### config.mk
export PLATFORM = sky130hd
export DESIGN_NAME = segmented_lru_cache
export DESIGN_NICKNAME = d
export VERILOG_FILES = /design/src/rtl/slru_pkg.sv /design/src/rtl/slru_cell.sv /design/src/rtl/segmented_lru_cache.sv
export SDC_FILE = /design/constraint.sdc
export NUM_CORES = 2
export LEC_CHECK = 0
export BUFFER_PORTS_ARGS = -buffer_cell sky130_fd_sc_hd__buf_2
export CORE_AREA = 2 2 341 512
export DETAILED_ROUTE_END_ITERATION = 10
export DIE_AREA = 0 0 343 514
export MAX_ROUTING_LAYER = met4
export SLEW_MARGIN = 10
export SYNTH_ARGS = -nofsm -noshare
export SYNTH_HDL_FRONTEND = slang
export SYNTH_SLANG_ARGS = --single-unit
### constraint.sdc
create_clock -name clk -period 8.9 [get_ports clk]
set_clock_uncertainty 0.2 [all_clocks]
set_input_delay 1.335 -clock clk [delete_from_list [all_inputs] [get_ports clk]]
set_output_delay 1.335 -clock clk [all_outputs]
set_load 0.02 [all_outputs]
### src/rtl/slru_pkg.sv
`default_nettype none
// ============================================================================
// slru_pkg
// Shared types and constants for the two-segment key/value cache.
// ============================================================================
package slru_pkg;

    localparam int KEY_W   = 32;
    localparam int VALUE_W = 32;
    localparam int USES_W  = 2;
    localparam int LIMIT_W = 4;

    localparam logic [USES_W-1:0] USES_NEW     = 2'd1;
    localparam logic [USES_W-1:0] USES_PROMOTE = 2'd2;
    localparam logic [USES_W-1:0] USES_MAX     = 2'd3;

    localparam logic [LIMIT_W-1:0] LIMIT_RESET = 4'd8;

    localparam logic OP_GET = 1'b0;
    localparam logic OP_PUT = 1'b1;

    localparam logic REG_PROBATION_LIMIT = 1'b0;
    localparam logic REG_PROTECTED_LIMIT = 1'b1;

    typedef struct packed {
        logic signed [KEY_W-1:0]   key;
        logic signed [VALUE_W-1:0] value;
        logic [USES_W-1:0]         uses;
    } entry_t;

    typedef struct packed {
        logic shift;
        logic load;
        logic write;
        logic set_use2;
        logic bump_use;
    } cell_ctrl_t;

endpackage
`default_nettype wire

### src/rtl/slru_cell.sv
`default_nettype none
// ============================================================================
// slru_cell
// One cache slot: holds an entry, compares it against the probe key and
// takes its neighbour's entry, a new entry or an in-place update.
// ============================================================================
module slru_cell
    import slru_pkg::*;
(
    input  wire logic                      clk,
    input  wire cell_ctrl_t                ctrl,
    input  wire logic                      valid,
    input  wire logic signed [KEY_W-1:0]   probe_key,
    input  wire logic signed [VALUE_W-1:0] write_value,
    input  wire entry_t                    neighbour,
    input  wire entry_t                    load_entry,
    output entry_t                         entry,
    output logic                           match
);

    entry_t entry_reg;
    entry_t entry_next;

    always_comb
    begin
        entry_next = entry_reg;
        if (ctrl.load)
        begin
            entry_next = load_entry;
        end
        else if (ctrl.shift)
        begin
            entry_next = neighbour;
        end
        else
        begin
            if (ctrl.write)
            begin
                entry_next.value = write_value;
            end
            if (ctrl.set_use2)
            begin
                entry_next.uses = USES_PROMOTE;
            end
            else if (ctrl.bump_use && (entry_reg.uses != USES_MAX))
            begin
                entry_next.uses = entry_reg.uses + USES_NEW;
            end
        end
    end

    always_ff @(posedge clk)
    begin
        entry_reg <= entry_next;
    end

    assign entry = entry_reg;
    assign match = valid && (entry_reg.key == probe_key);

endmodule
`default_nettype wire

### src/rtl/segmented_lru_cache.sv
`default_nettype none
// ============================================================================
// segmented_lru_cache
// Two-segment key/value cache built from two rows of shifting cells.
// ============================================================================
// A get's result appears in the cycle after acceptance; a put gives none.
// One transaction is accepted per cycle unless an unread result blocks it:
// every cell compares the key in parallel and the rows shift or load in
// the same cycle. Reset empties both segments and sets both limits to
// eight; no clearing pass is needed, so the block is ready once reset ends.
module segmented_lru_cache
    import slru_pkg::*;
#(
    parameter int PROBATION_DEPTH = 8,
    parameter int PROTECTED_DEPTH = 8
)
(
    input  wire logic                      clk,
    input  wire logic                      rst_n,
    input  wire logic                      psel,
    input  wire logic                      penable,
    input  wire logic                      pwrite,
    input  wire logic [2:0]                paddr,
    input  wire logic [31:0]               pwdata,
    output logic [31:0]                    prdata,
    output logic                           pready,
    input  wire logic                      in_valid,
    output logic                           in_ready,
    input  wire logic                      opcode,
    input  wire logic signed [KEY_W-1:0]   key,
    input  wire logic signed [VALUE_W-1:0] write_value,
    output logic                           out_valid,
    input  wire logic                      out_ready,
    output logic                           hit,
    output logic signed [VALUE_W-1:0]      read_value
);

    localparam int PFW = $clog2(PROBATION_DEPTH + 1);
    localparam int QFW = $clog2(PROTECTED_DEPTH + 1);
    localparam int PLW = ((PFW > LIMIT_W) ? PFW : LIMIT_W) + 1;
    localparam int QLW = ((QFW > LIMIT_W) ? QFW : LIMIT_W) + 1;

    logic [LIMIT_W-1:0] p_limit_reg;
    logic [LIMIT_W-1:0] q_limit_reg;
    logic [PFW-1:0]     p_fill_reg;
    logic [PFW-1:0]     p_fill_next;
    logic [QFW-1:0]     q_fill_reg;
    logic [QFW-1:0]     q_fill_next;

    logic                      out_valid_reg;
    logic                      out_valid_next;
    logic                      hit_reg;
    logic                      hit_next;
    logic signed [VALUE_W-1:0] read_value_reg;
    logic signed [VALUE_W-1:0] read_value_next;

    entry_t                     p_cells [PROBATION_DEPTH];
    entry_t                     q_cells [PROTECTED_DEPTH];
    logic [PROBATION_DEPTH-1:0] p_match;
    logic [PROTECTED_DEPTH-1:0] q_match;

    logic           accept;
    logic           is_put;
    logic           p_hit;
    logic           q_hit;
    logic           insert;
    logic           p_drop;
    logic           promote;
    logic           q_drop;
    logic [PLW-1:0] p_lim;
    logic [QLW-1:0] q_lim;
    logic [PFW-1:0] p_pos;
    logic [QFW-1:0] q_pos;
    logic [PFW-1:0] p_last;
    logic [QFW-1:0] q_last;
    entry_t         promote_entry;
    logic           cfg_write;

    assign cfg_write = psel && penable && pwrite && pready;
    assign pready    = 1'b1;

    always_ff @(posedge clk or negedge rst_n)
    begin
        if (!rst_n)
        begin
            p_limit_reg <= LIMIT_RESET;
            q_limit_reg <= LIMIT_RESET;
        end
        else if (cfg_write)
        begin
            unique case (paddr[2])
                REG_PROBATION_LIMIT: p_limit_reg <= pwdata[LIMIT_W-1:0];
                REG_PROTECTED_LIMIT: q_limit_reg <= pwdata[LIMIT_W-1:0];
                default:             p_limit_reg <= p_limit_reg;
            endcase
        end
    end

    always_comb
    begin
        prdata = '0;
        unique case (paddr[2])
            REG_PROBATION_LIMIT: prdata[LIMIT_W-1:0] = p_limit_reg;
            REG_PROTECTED_LIMIT: prdata[LIMIT_W-1:0] = q_limit_reg;
            default:             prdata = '0;
        endcase
    end

    always_comb
    begin
        p_lim = PLW'(p_limit_reg);
        if (p_lim == '0)
        begin
            p_lim = PLW'(1);
        end
        else if (p_lim > PLW'(PROBATION_DEPTH))
        begin
            p_lim = PLW'(PROBATION_DEPTH);
        end
        q_lim = QLW'(q_limit_reg);
        if (q_lim > QLW'(PROTECTED_DEPTH))
        begin
            q_lim = QLW'(PROTECTED_DEPTH);
        end
    end

    assign in_ready = !out_valid_reg || out_ready;
    assign accept   = in_valid && in_ready;
    assign is_put   = (opcode == OP_PUT);
    assign p_hit    = |p_match;
    assign q_hit    = |q_match;
    assign insert   = accept && is_put && !p_hit && !q_hit;
    assign p_drop   = insert && (PLW'(p_fill_reg) >= p_lim);
    assign promote  = p_drop && (p_cells[0].uses >= USES_PROMOTE);
    assign q_drop   = promote && ((QLW'(q_fill_reg) + QLW'(1)) > q_lim);
    assign p_last   = p_fill_reg - PFW'(1);
    assign q_last   = q_fill_reg - QFW'(1);
    assign p_pos    = p_drop ? p_last : p_fill_reg;
    assign q_pos    = q_drop ? q_last : q_fill_reg;

    always_comb
    begin
        promote_entry       = p_cells[0];
        promote_entry.uses  = '0;
    end

    always_comb
    begin
        p_fill_next = p_fill_reg;
        q_fill_next = q_fill_reg;
        if (insert && !p_drop)
        begin
            p_fill_next = p_fill_reg + PFW'(1);
        end
        if (promote && !q_drop)
        begin
            q_fill_next = q_fill_reg + QFW'(1);
        end
    end

    always_ff @(posedge clk or negedge rst_n)
    begin
        if (!rst_n)
        begin
            p_fill_reg <= '0;
            q_fill_reg <= '0;
        end
        else
        begin
            p_fill_reg <= p_fill_next;
            q_fill_reg <= q_fill_next;
        end
    end

    for (genvar i = 0; i < PROBATION_DEPTH; i++)
    begin : g_prob
        localparam logic [PFW-1:0] IDX = PFW'(i);
        localparam int             NB  = (i + 1 < PROBATION_DEPTH) ? i + 1 : i;
        cell_ctrl_t ctrl;
        entry_t     load_entry;

        always_comb
        begin
            ctrl.shift    = p_drop && (IDX < p_last);
            ctrl.load     = insert && (p_pos == IDX);
            ctrl.write    = accept && is_put && p_match[i];
            ctrl.set_use2 = accept && is_put && p_match[i];
            ctrl.bump_use = accept && !is_put && p_match[i];
            load_entry.key   = key;
            load_entry.value = write_value;
            load_entry.uses  = USES_NEW;
        end

        slru_cell u_cell (
            .clk         (clk),
            .ctrl        (ctrl),
            .valid       (IDX < p_fill_reg),
            .probe_key   (key),
            .write_value (write_value),
            .neighbour   (p_cells[NB]),
            .load_entry  (load_entry),
            .entry       (p_cells[i]),
            .match       (p_match[i])
        );
    end

    for (genvar i = 0; i < PROTECTED_DEPTH; i++)
    begin : g_prot
        localparam logic [QFW-1:0] IDX = QFW'(i);
        localparam int             NB  = (i + 1 < PROTECTED_DEPTH) ? i + 1 : i;
        cell_ctrl_t ctrl;

        always_comb
        begin
            ctrl.shift    = q_drop && (IDX < q_last);
            ctrl.load     = promote && (q_pos == IDX);
            ctrl.write    = accept && is_put && q_match[i];
            ctrl.set_use2 = 1'b0;
            ctrl.bump_use = 1'b0;
        end

        slru_cell u_cell (
            .clk         (clk),
            .ctrl        (ctrl),
            .valid       (IDX < q_fill_reg),
            .probe_key   (key),
            .write_value (write_value),
            .neighbour   (q_cells[NB]),
            .load_entry  (promote_entry),
            .entry       (q_cells[i]),
            .match       (q_match[i])
        );
    end

    always_comb
    begin
        logic signed [VALUE_W-1:0] p_val;
        logic signed [VALUE_W-1:0] q_val;
        p_val = '0;
        q_val = '0;
        for (int i = 0; i < PROBATION_DEPTH; i++)
        begin
            p_val = p_val | (p_cells[i].value & {VALUE_W{p_match[i]}});
        end
        for (int i = 0; i < PROTECTED_DEPTH; i++)
        begin
            q_val = q_val | (q_cells[i].value & {VALUE_W{q_match[i]}});
        end

        out_valid_next  = out_valid_reg;
        hit_next        = hit_reg;
        read_value_next = read_value_reg;
        if (accept && !is_put)
        begin
            out_valid_next  = 1'b1;
            hit_next        = p_hit || q_hit;
            read_value_next = p_hit ? p_val : q_val;
        end
        else if (out_ready)
        begin
            out_valid_next = 1'b0;
        end
    end

    always_ff @(posedge clk or negedge rst_n)
    begin
        if (!rst_n)
        begin
            out_valid_reg <= 1'b0;
        end
        else
        begin
            out_valid_reg <= out_valid_next;
        end
    end

    always_ff @(posedge clk)
    begin
        hit_reg        <= hit_next;
        read_value_reg <= read_value_next;
    end

    assign out_valid  = out_valid_reg;
    assign hit        = hit_reg;
    assign read_value = read_value_reg;

`ifndef NO_ASSERTIONS
    a_prob_fill: assert property (@(posedge clk) disable iff (!rst_n)
        PFW'(PROBATION_DEPTH) >= p_fill_reg)
        else $error("Probation fill exceeds its depth.");

    a_prot_fill: assert property (@(posedge clk) disable iff (!rst_n)
        QFW'(PROTECTED_DEPTH) >= q_fill_reg)
        else $error("Protected fill exceeds its depth.");

    a_unique_prob: assert property (@(posedge clk) disable iff (!rst_n)
        $onehot0(p_match))
        else $error("Key matches more than one probation entry.");

    a_unique_seg: assert property (@(posedge clk) disable iff (!rst_n)
        !(p_hit && q_hit))
        else $error("Key is held in both segments.");

    a_put_silent: assert property (@(posedge clk) disable iff (!rst_n)
        (accept && is_put && !out_valid_reg) |=> !out_valid)
        else $error("A put transaction produced a result.");
`endif

endmodule
`default_nettype wire

# Word level (Yosys, flattened, before mapping)
# Cells that the tools add are included.
[op_classes]
addsub = 13
n_lt_le_gt_ge = 37
n_eq_ne = 40
n_mux = 87
bitwise = 32
reduce_logical = 149
[op_table]
columns = ["cell", "n"]
rows = [
  ["$mux W32", 31],
  ["$mux W66", 14],
  ["$mux W34", 18],
  ["$and A32 B32 Y32", 16],
  ["$eq A32 B32 Y1", 16],
  ["$or A32 B32 Y32", 14],
  ["$logic_and A1 B1 Y1", 92],
  ["$lt A3 B4 Y1 const A", 16],
  ["$reduce_bool A3 Y1", 21],
  ["$reduce_bool A2 Y1", 18],
  ["$eq A4 B3 Y1 const B", 8],
  ["$lt A1 B4 Y1 const A", 8],
  ["$lt A2 B4 Y1 const A", 8],
  ["$mux W2", 16],
  ["$mux W4", 5],
  ["$ne A2 B2 Y1 const B", 10],
  ["$add A2 B1 Y2 const B", 8],
  ["$eq A4 B2 Y1 const B", 4],
  ["$reduce_or A8 Y1", 2],
  ["$logic_not A4 Y1", 3],
  ["$reduce_and A2 Y1", 5],
  ["$add A4 B1 Y4 const B", 2],
  ["$eq A4 B1 Y1 const B", 2],
  ["$gt A4 B4 Y1 const B", 2],
  ["other kinds (10)", 19],
]
[totals]
regBits = 1090
input_bits = 107
output_inout_bits = 68

# Depth between registers and ports, before layout
[logic_depth]
ltp_word = 14
ltp_mapped = 18

# Modules after synthesis
# Synthesis repeated with hierarchy kept, for this count alone.
[hier_totals]
cells_unflattened = 5014
area_unflattened_um2 = 61479.0
[by_module_without_submodules]
columns = ["module", "instances", "cells_per_inst", "area_each_um2", "seq_area_each_um2"]
rows = [
  ["slru_cell", 16, 267, 3462.1, 1981.9],
  ["segmented_lru_cache", 1, 742, 6085.8, 1418.9],
]

# Worst setup path before layout
# OpenSTA, ideal clock, no wires.
[synth_timing]
path_kind = "in2reg"
from = "input key[20]"
to = "register g_prob[7].u_cell.entry_reg (netlist bit g_prob[7].u_cell.entry[10]) (enable)"
setup_ns = 0.388
arrival_ns = 5.700
t_required_ns = 8.312
slack_ns = 2.612
stages = 12
path_cell_list = "buf_4 buf_6 xor2_1 nor4_1 nand3_1 nor4_2 nor4_4 nand2_2 buf_6 o311ai_1 a21oi_1 a21o_1"
[synth_lines]
columns = ["item", "line", "text"]
rows = [
  ["from (decl)", "segmented_lru_cache.sv:30", "input wire logic signed [KEY_W-1:0] key,"],
  ["to (signal assigned)", "slru_cell.sv:54", "entry_reg <= entry_next;"],
  ["to (decl)", "slru_cell.sv:21", "entry_t entry_reg;"],
]

# Final worst setup path
[layout_timing]
from = "input key[16]"
to = "register g_prot[4].u_cell.entry_reg (netlist bit g_prot[4].u_cell.entry[5]) (enable)"
[layout_between]
elab_chain_len = 13
[layout_lines]
columns = ["item", "line", "text"]
rows = [
  ["$eq A32 B32 Y1", "slru_cell.sv:58", "assign match = valid && (entry_reg.key == probe_key);"],
  ["$logic_and A1 B1 Y1", "slru_cell.sv:58", ""],
  ["$reduce_or A8 Y1", "segmented_lru_cache.sv:130", "assign p_hit = |p_match;"],
  ["$logic_not A1 Y1", "segmented_lru_cache.sv:132", "assign insert = accept && is_put && !p_hit && !q_hit;"],
  ["$logic_and A1 B1 Y1 (2 in series)", "segmented_lru_cache.sv:132", ""],
  ["$logic_and A1 B1 Y1", "segmented_lru_cache.sv:133", "assign p_drop = insert && (PLW'(p_fill_reg) >= p_lim);"],
  ["$logic_and A1 B1 Y1", "segmented_lru_cache.sv:134", "assign promote = p_drop && (p_cells[0].uses >= USES_PROMOTE);"],
  ["$logic_and A1 B1 Y1", "segmented_lru_cache.sv:135", "assign q_drop = promote && ((QLW'(q_fill_reg) + QLW'(1)) > q_lim);"],
  ["$mux W4", "segmented_lru_cache.sv:139", "assign q_pos = q_drop ? q_last : q_fill_reg;"],
  ["$eq A4 B3 Y1", "segmented_lru_cache.sv:216", "ctrl.load = promote && (q_pos == IDX);"],
  ["$logic_and A1 B1 Y1", "segmented_lru_cache.sv:216", ""],
  ["$reduce_bool A3 Y1 (no source line) (*)", "--", ""],
  ["to (signal assigned)", "slru_cell.sv:54", ""],
  ["to (decl)", "slru_cell.sv:21", ""],
]
# Every way passes the cells marked *; elsewhere a longest branch is shown, timed or not.
# A chain may end at the register's enable or synchronous reset.

==> impl_metrics.toml <==
[clocking]
cts_max_path_buffers = 3
postCtsSetupRepairBufs = 0
cts_tree = "yes"
cts_htree_levels = 3
cts-root-buf = "sky130_fd_sc_hd__clkbuf_16"
cells_resized_by_post_cts_repair = 0
tritoncts.num_buffers = 109
path_clk_slew_ps = 80
cts_hold_buf = 0
cts_num_sinks = 1090
clkLatencyLatePin_ps = 760

[floorplanning]
floorplan.initialDensity_pct = 34.7
fp.dieArea_sq_um = 176000
coreArea_sq_um = 172000
ios = 175
die-height_microns = 514
fp-row-count = 187
die_x_microns = 343

[logic_synthesis]
ys_types = 71
synth.ff_latch_count = 1090
avgSynthCellArea_sq_um = 13.5
syn_inst = 4449
ys_top_cells_by_count = "1057 x sky130_fd_sc_hd__edfxtp_1, 641 x sky130_fd_sc_hd__mux2_2, 454 x sky130_fd_sc_hd__xor2_1"
synth-compound-area-share_pct = 9.32
synth_sequential_area_ratio_pct = 54.3
synthXorXnorAreaFrac_pct = 7.73
top_cell_type_s_share_of_synthesized_area_pct = 53.0
postSynth.asyncResetShare_pct = 1.56
synthAdderAreaFrac_pct = 0.481
synthDominantAreaCellType = "sky130_fd_sc_hd__edfxtp_1"
synth.cell_area_sq_um = 59800
yosys.area_share.simple_pct = 6.14
yosysMostFrequentCell = "sky130_fd_sc_hd__edfxtp_1"
synthesis.yosys.warnings = 0
synth_enable_flop_cells = 1057
dominant_combinational_cell_family_by_area_after_synthesis = "multiplexers"
synth_top_cells_by_area = "sky130_fd_sc_hd__edfxtp_1 53%, sky130_fd_sc_hd__mux2_2 12%, sky130_fd_sc_hd__xor2_1 6.6%, sky130_fd_sc_hd__mux2_1 4.2%, sky130_fd_sc_hd__a22oi_1 2.3%"
post_synth_mux_area_share_pct = 17.4
synth_flop_cell = "sky130_fd_sc_hd__edfxtp_1"

[layout]
largest_reg_flops = 528
fillCellCount = 16400
drive_above_1_share_pct = 26.0
area_delta_synth_final_pct = 9.57
post-route-cell-area_sq_um = 65600
final_nets = 4504

[critical_path]
critical_path.reg2reg.endpoint = "g_prot[5].u_cell.entry[8]"
source_of_the_critical_timing_path = "key[16]"
worstSetupPathType = "input pin to register"
cp.required_ps = 9050
critical_path.endpoint_type = "register"
startpoint_type_of_the_worst_setup_path = "input pin"
worst-endpoint-arrival_ps = 6820
worst-r2r-cell-count = 15
rrSetupSlack_ps = 2330
endpoint_of_the_worst_setup_timing_path = "g_prot[4].u_cell.entry[5]"
reg2reg_from = "p_fill_reg[0]"
critPathMaxFanout = 34

[grt]
grt_antenna_before_repair = 18
global_route_wire_length_before_repair_microns = 293000
gr-usage-all-layers_pct = 23.4
grt_remaining_overflow = 0
gr-usage-met3_pct = 4.42
grtUsageMet1_pct = 26.7
vias_in_the_first_global_route = 41100
grt_util_met2_pct = 38.1
most_used_layer_global_route = "met2"
grt_start_max_net_pins = 89

[placement]
io_buffer_count = 115
globalplace.congestion = 0.892
detailedPlace.worstSlack_ps = 1620
dpl.hpwl_microns = 129000
dpl_cell_area_sq_um = 62000

[flow_run]
cap_violations = 0

[worst_hold_path]
holdCritPathClass = "register to register"
hold_path_depth = 2

[timing]
post-route-min-period_ps = 6670
finalCritPeriodShare_pct = 74.9
rsz0062_at_grt = "no"
worst_pin_slew_ps = 1190
maxSlewHeadroom_pct = 20.5
setup_ws_ps = 2230
setup_tns_ps = 0
finalMaxSlewViolations = 0
hold-worst-slack_ps = 322
finalHoldViolations = 0
fmaxAchievable_ghz = 0.150
setup-violations-final = 0

[power]
power.ir.vdd_worst_v = 0.000206
power.density_cell_area_nw_per_um2 = 223
total_leakage_power_nw = 21.2

[detailed_routing]
via_per_inst = 6.04
drt_first_pass_iters = 6
via_count = 40700
routed_wire_length_per_instance_microns = 30.6
drc_errors = 0
ant_nets = 0
detailedRoute.firstIterationViolations = 4210
detail_route.wirelength_microns = 206000

[status]
outcome = "finished clean"
## final cells by class
class / instances / area, sq um / area share, %
flip-flops and latches: 1090 / 32500 / 49.6
multi-input cells: 2912 / 25100 / 38.3
clock buffers: 132 / 2920 / 4.45
well taps: 2268 / 2840 / 4.33
repair buffers: 239 / 1540 / 2.35
clock inverters: 65 / 583 / 0.889
inverters: 22 / 82.6 / 0.126
diodes: 12 / 30.0 / 0.0458
## worst min path at each step
stage / to / slack [ps] / startpoint
floorplan: g_prob[2].u_cell.entry[1] / 260 / g_prob[3].u_cell.entry[1]
global placement: g_prob[2].u_cell.entry[1] / 300 / g_prob[3].u_cell.entry[1]
detailed placement: g_prob[2].u_cell.entry[1] / 320 / g_prob[3].u_cell.entry[1]
CTS: q_fill_reg[2] / 330 / rst_n
global route: g_prob[2].u_cell.entry[1] / 340 / g_prob[3].u_cell.entry[1]
finish: g_prob[2].u_cell.entry[1] / 320 / g_prob[3].u_cell.entry[1]
## worst max-delay path, stage by stage
cell and delay [ps]:
sky130_fd_sc_hd__buf_2 620, sky130_fd_sc_hd__xor2_1 190, sky130_fd_sc_hd__nor4_1 760, sky130_fd_sc_hd__nand2_1 150, sky130_fd_sc_hd__nor4_1 760, sky130_fd_sc_hd__nor2_1 140
sky130_fd_sc_hd__nand4_2 480, sky130_fd_sc_hd__o311ai_4 150, sky130_fd_sc_hd__buf_4 360, sky130_fd_sc_hd__a211oi_4 930, sky130_fd_sc_hd__nand3b_1 200, sky130_fd_sc_hd__buf_4 680
## routing by layer
layer	vias up	wire length [microns]	part of all wire, %
met1	20500	76000	37
li1	17100	-	-
met4	0	13700	6.6
met2	2384	99500	48
met3	738	16800	8.1
met5	-	0	0
## stage by stage
stage               total power [W]  util [%]  instances
global route                 0.0150      38.1       6737
floorplan                   0.00865         -       4476
detailed placement          0.00991      36.0       6531
finish                       0.0146      38.1       6740
global placement            0.00987      36.0       6531
CTS                          0.0146      38.1       6728
## cell usage in the layout, fill, tap and decap left out, drive strengths merged, types with 11 or more instances in the layout
cell type | Yosys | routed
clkinv | 0 | 47
diode | 0 | 12
o21ai | 151 | 151
xnor2 | 74 | 74
nand3 | 171 | 171
a221oi | 36 | 36
a22o | 36 | 36
a2111oi | 129 | 129
mux2 | 908 | 908
ha | 23 | 23
nor2b | 43 | 43
conb | 2 | 29
xor2 | 454 | 454
a31oi | 130 | 130
a21oi | 51 | 51
dfxtp | 16 | 16
buf | 252 | 239
nor3 | 30 | 30
and3 | 22 | 22
nand2 | 60 | 60
nor2 | 73 | 73
inv | 22 | 27
a22oi | 185 | 185
nor4 | 118 | 118
clkbuf | 200 | 132
nand4 | 83 | 83
dfrtp | 15 | 15
nand2b | 11 | 11
edfxtp | 1057 | 1057
## where the power goes
part	switching, W	total (W)	internal, W
clock	0.00213	0.00470	0.00256
sequential	0.000564	0.00694	0.00638
combinational	0.00206	0.00297	0.000908
total	0.00475	0.0146	0.00985
## kinds of logic after synthesis
group / after synthesis
muxes: 910
other: 2
DFF: 1090
and+or+nand+nor: 645
adders and majority gates: 23
xor gates and xnor gates: 528
buffers and inverters: 474
AOI/OAI and AO/OA: 777
Note: power is estimated with default switching activity, not from simulation.
